==> src/hw/rtl/nstm_pkg.sv <==
// ----------------------------------------------------------------------------
// nstm_pkg: shared types and constants of the nested section timing monitor
// Field widths, status codes, event kinds and controller command bundle.
// ----------------------------------------------------------------------------
package nstm_pkg;

    localparam int unsigned CATEGORIES_DEF  = 8;
    localparam int unsigned WINDOW_DEF      = 1024;
    localparam int unsigned STACK_DEPTH_DEF = 16;

    localparam int unsigned KIND_W  = 2;
    localparam int unsigned CAT_W   = 3;
    localparam int unsigned TS_W    = 32;
    localparam int unsigned STAT_W  = 2;
    localparam int unsigned CNT_W   = 32;
    localparam int unsigned TOT_W   = 48;
    localparam int unsigned WSUM_W  = 44;

    localparam logic [KIND_W-1:0] KIND_ENTER = 2'd0;
    localparam logic [KIND_W-1:0] KIND_LEAVE = 2'd1;
    localparam logic [KIND_W-1:0] KIND_FRAME = 2'd2;
    localparam logic [KIND_W-1:0] KIND_CLEAR = 2'd3;

    localparam logic [STAT_W-1:0] STAT_OK        = 2'd0;
    localparam logic [STAT_W-1:0] STAT_UNDERFLOW = 2'd1;
    localparam logic [STAT_W-1:0] STAT_OVERFLOW  = 2'd2;

    // controller to datapath commands
    typedef struct packed {
        logic load;      // capture request, decode stack
        logic ring_rd;   // issue ring read
        logic update;    // apply record to ring and statistics
        logic div_start; // start the mean divider
        logic out_load;  // move result into output register
    } t_cmd;

    typedef struct packed {
        logic div_done;
    } t_sts;

endpackage

==> src/hw/rtl/nstm_ctrl.sv <==
// ----------------------------------------------------------------------------
// nstm_ctrl: sequencer of one event
// Load, stack read, ring read, update, divide, then hand off the result.
// ----------------------------------------------------------------------------
module nstm_ctrl (
    input  logic           i_clk,
    input  logic           i_rst_n,
    input  logic           i_req_valid,
    output logic           o_req_ready,
    input  logic           i_out_busy,
    output nstm_pkg::t_cmd o_cmd,
    input  nstm_pkg::t_sts i_sts
);
    localparam logic [2:0] S_IDLE = 3'd0;
    localparam logic [2:0] S_STK  = 3'd1;
    localparam logic [2:0] S_RING = 3'd2;
    localparam logic [2:0] S_UPD  = 3'd3;
    localparam logic [2:0] S_DIV  = 3'd4;
    localparam logic [2:0] S_WAIT = 3'd5;
    localparam logic [2:0] S_OUT  = 3'd6;

    logic [2:0] r_state, n_state;

    assign o_req_ready = (r_state == S_IDLE);

    always_comb begin
        n_state = r_state;
        o_cmd   = '0;
        case (r_state)
            S_IDLE: if (i_req_valid) begin
                o_cmd.load = 1'b1;
                n_state    = S_STK;
            end
            S_STK: begin
                o_cmd.ring_rd = 1'b1;
                n_state       = S_RING;
            end
            S_RING: n_state = S_UPD;
            S_UPD: begin
                o_cmd.update = 1'b1;
                n_state      = S_DIV;
            end
            S_DIV: begin
                o_cmd.div_start = 1'b1;
                n_state         = S_WAIT;
            end
            S_WAIT: if (i_sts.div_done) begin
                n_state = S_OUT;
            end
            S_OUT: if (!i_out_busy) begin
                o_cmd.out_load = 1'b1;
                n_state        = S_IDLE;
            end
            default: n_state = S_IDLE;
        endcase
    end

    always_ff @(posedge i_clk) begin
        if (!i_rst_n) begin
            r_state <= S_IDLE;
        end else begin
            r_state <= n_state;
        end
    end
endmodule

==> config.mk <==
export PLATFORM = sky130hd
export DESIGN_NAME = nstm_ctrl
export DESIGN_NICKNAME = d
export VERILOG_FILES = /design/src/hw/rtl/nstm_pkg.sv /design/src/hw/rtl/nstm_ctrl.sv
export SDC_FILE = /design/constraint.sdc
export NUM_CORES = 1
export LEC_CHECK = 0
export BUFFER_PORTS_ARGS = -buffer_cell sky130_fd_sc_hd__clkbuf_2
export CAP_MARGIN = 10
export CORE_AREA = 2 2 39 41
export DETAILED_ROUTE_END_ITERATION = 16
export DIE_AREA = 0 0 41 43
export PLACE_DENSITY = 0.34
export SLEW_MARGIN = 20
export SYNTH_ARGS = -nofsm -noshare
export SYNTH_HDL_FRONTEND = slang
export SYNTH_SLANG_ARGS = --single-unit
export TNS_END_PERCENT = 1
==> constraint.sdc <==
create_clock -name i_clk -period 1 [get_ports i_clk]
set_input_delay 0 -clock i_clk [delete_from_list [all_inputs] [get_ports i_clk]]
set_output_delay 0 -clock i_clk [all_outputs]
set_load 0.02 [all_outputs]
After elaboration in Yosys (flattened, before gate mapping)
Index checks and enable logic that the tools add are counted.
- bits in registers: 3
- equality and inequality tests: 9
- multiplexer cells: 11
- reductions and logical operators: 2
- operators by type and width (cell ; count):
    case mux 3 bit (7 select lines) ; 1
    == test 3 bit (second input constant) ; 3
    two-way mux 3 bit ; 3
    two-way mux 1 bit ; 7
    == test 3 x 2 -> 1 bit (second input constant) ; 2
    inequality test 2 bit (second input constant) ; 3
    == test 3 x 1 -> 1 bit (second input constant) ; 1
    logical NOT 3 bit ; 1
    AND reduction 3 bit ; 1

Depth between registers and ports, before layout
- word-level depth: 3
- gate-level depth with buffers: 4

Worst setup path after synthesis
No wires, ideal clock.
- path type: register to output
- start: register r_state[1]
- end: output o_cmd[4] (netlist bit)
- arrival time: 1.076 ns
- required time: 1.000 ns
- slack: -0.076 ns
- cell stages (with the launch flop): 4
- path buffers: 1
- path through: dfxtp_1 -> buf_2 -> nor3_2 -> and2_1
- RTL lines (what ; RTL line ; RTL):
    from (decl) ; nstm_ctrl.sv:22 ; logic [2:0] r_state, n_state;
    from (signal assigned) ; nstm_ctrl.sv:62 ; r_state <= n_state;
    to (decl) ; nstm_ctrl.sv:11 ; output nstm_pkg::t_cmd o_cmd,

==> metrics.cfg <==
[sta]
fmax_ghz = 0.893
setup_viol = 5
min_period_ns = 1.12
hold_viol = 0
fin_ws_ns = -0.120
skew_ns = 0.00184
worst_slew_pin_slew_ns = 0.199
slew_viol_final = 0
fin_crit_sh_pct = 112
rsz0062_at_grt = true
maxSlewHeadroom_pct = 86.6

[setup_path]
cp_cell_sequence = buf_4, nor3_4, and2_4, clkbuf_8
critical_path.max_stage_delay_ns = 0.34
required_ns = 1.00
end_kind = output port
arrival_ns = 1.12
crit_path_start_kind = flip-flop
worst_path_max_delay_cell = dfxtp_2
crit_fanout = 5
path_class = reg -> out

[finish]
top_regs = r_state: 3 flops
drive_gt1_share_pct = 73.0
antenna_cells = 0
largest-register = r_state
final_nets = 43
fill_cells = 159
register_area_um2 = 68.8
fin_cells = 53
final_cell_mix = 5 x buf_4, 4 x clkbuf_4, 4 x clkbuf_2
largest_reg_flops = 3
layout_commonest_cell = buf_4
area_delta_synth_final_pct = 66.5
multi_input_area_um2 = 151

[global_route]
grt_pass1_vias = 176
antenna_found_initial = 0
grt_max_degree = 11
grt.total_usage_pct = 6.71
grt_pass1_wl_um = 717
grt_overflow = 0

[floorplan]
dieWidth_um = 41
row_count = 14
initial_core_util_pct = 15.4
die_y_um = 43
die_area_mm2 = 0.00176
ios = 11
core_area_mm2 = 0.00138

[routing]
antenna_left = 0
totalWireLength_um = 507
first_iter_violations = 0
vias = 212
dr.pass1.iters = 1
wl_per_cell_um = 9.57
drc = 0
viasPerCell = 4.00

[pwr]
ir_drop_uv = 363
p_switching_mw = 0.150
combPwrFrac_pct = 26.8
p_leak_nw = 0.146
swShare_pct = 29.7
clkPwrFrac_pct = 42.7
p_int_mw = 0.354
pwr-share-seq_pct = 30.5
pwr_density_cell_mw_per_mm2 = 1420

[synthesis]
synth_area_um2 = 213
ys_types = 18
yosysWarnings = 0
syn-num-nets = 28
ys_ff_latch = 3
yosysSeqAreaShare_pct = 28.2
synthCells = 23
synth_area_per_cell_um2 = 9.25

[run_status]
failed_checks = negative setup slack
outcome = complete, but fails checks

[place]
dp_slack_ns = 0.0227
gp_congestion = 0.745
place_inst = 49
port-buffer-count = 10
place_hpwl_um = 373

[clocking]
cts_setup_buffers = 0
clkLatencyLatePin_ns = 0.24
clk_pin_slew_ns = 0.04
clock_path_buffers = 2
cts.sinks = 3
root_buffer = clkbuf_4
numCtsBuffers = 3
cts_tree = built
htreeDepth = 1

[min_path]
hold_class = in -> reg

[run]
drv_cap = 0

-- metrics by stage --
stage	TNS, ns	utilization [%]	hold slack [ns]	power (mW)	cell area [um2]
after detailed placement	0	20.3	0.266	0.260	282
final	-0.279	25.6	0.00796	0.504	354
after CTS	-0.439	23.7	0.00892	0.498	328
after global placement	0	20.3	0.253	0.259	282
after global routing	-0.557	25.6	0.0218	0.543	354
after floorplan	-0.158	-	0.117	0.224	213
-- power groups by stage --
stage | registers (mW) | logic [mW] | clock network, mW
floorplan | 0.137 | 0.0871 | 0
CTS | 0.150 | 0.123 | 0.226
detailed placement | 0.150 | 0.110 | 0
global route | 0.157 | 0.148 | 0.238
finish | 0.154 | 0.135 | 0.215
global placement | 0.150 | 0.109 | 0
-- synthesized netlist by cell type --
cell type  n  area [um2]
buf_6      1        11.3
o21a_1     1        7.51
a21boi_0   1        7.51
nor3b_2    1        12.5
nor3_2     1        10.0
dfxtp_1    3        60.1
o2bb2ai_1  1        8.76
buf_2      1        5.00
nor2b_4    1        13.8
a211oi_2   1        12.5
and2_1     1        6.26
and3_1     1        6.26
nand2b_2   1        8.76
o21ai_1    1        5.00
inv_2      1        3.75
nor3b_1    2        15.0
nand2_1    1        3.75
nor3_1     3        15.0
-- cell families after synthesis --
logic type      count (synthesis)  share of synthesized area (%)
buf+inv                         3                           9.41
flops                           3                           28.2
simple gates                   12                           42.9
compound gates                  5                           19.4
-- area by class of cell --
cell class / count / area share, %
Clock buffer: 4 / 7.42
Inverter: 1 / 1.06
Multi-Input combinational cell: 17 / 42.8
Sequential cell: 3 / 19.4
Tap cell: 16 / 5.65
Timing Repair Buffer: 12 / 23.7
-- path summary, 6_finish.rpt --
check / slack (ns) / from / end / cells past startpoint
setup / recovery: -0.12 / r_state[2] / o_cmd[4] / 4
hold / removal: 0.008 / i_rst_n / r_state[1] / 2
setup reg to reg: 0.11 / r_state[2] / r_state[1] / 3
hold reg to reg: 0.54 / r_state[1] / r_state[0] / 1
-- metal layers --
metal	wire length, um	track usage, %	vias to the layer above
li1	-	-	109
met3	31	4.71	2
met1	214	7.35	91
met4	10	6.00	0
met5	0	0	-
met2	250	8.13	10
-- critical path, delay by kind of cell (launching register included) --
family	cells	cell delay, ns
simple gates	2	0.26
flops	1	0.34
buf+inv	2	0.28
-- timing repair --
action	4_1_cts	5_1_grt
pin swaps	1	1
resized for setup	8	11
endpoints found under the setup margin	6	6
hold endpoints to repair	0	0
hold buffers	0	0
cloned	0	0
Power figures use the tool's default switching activity.
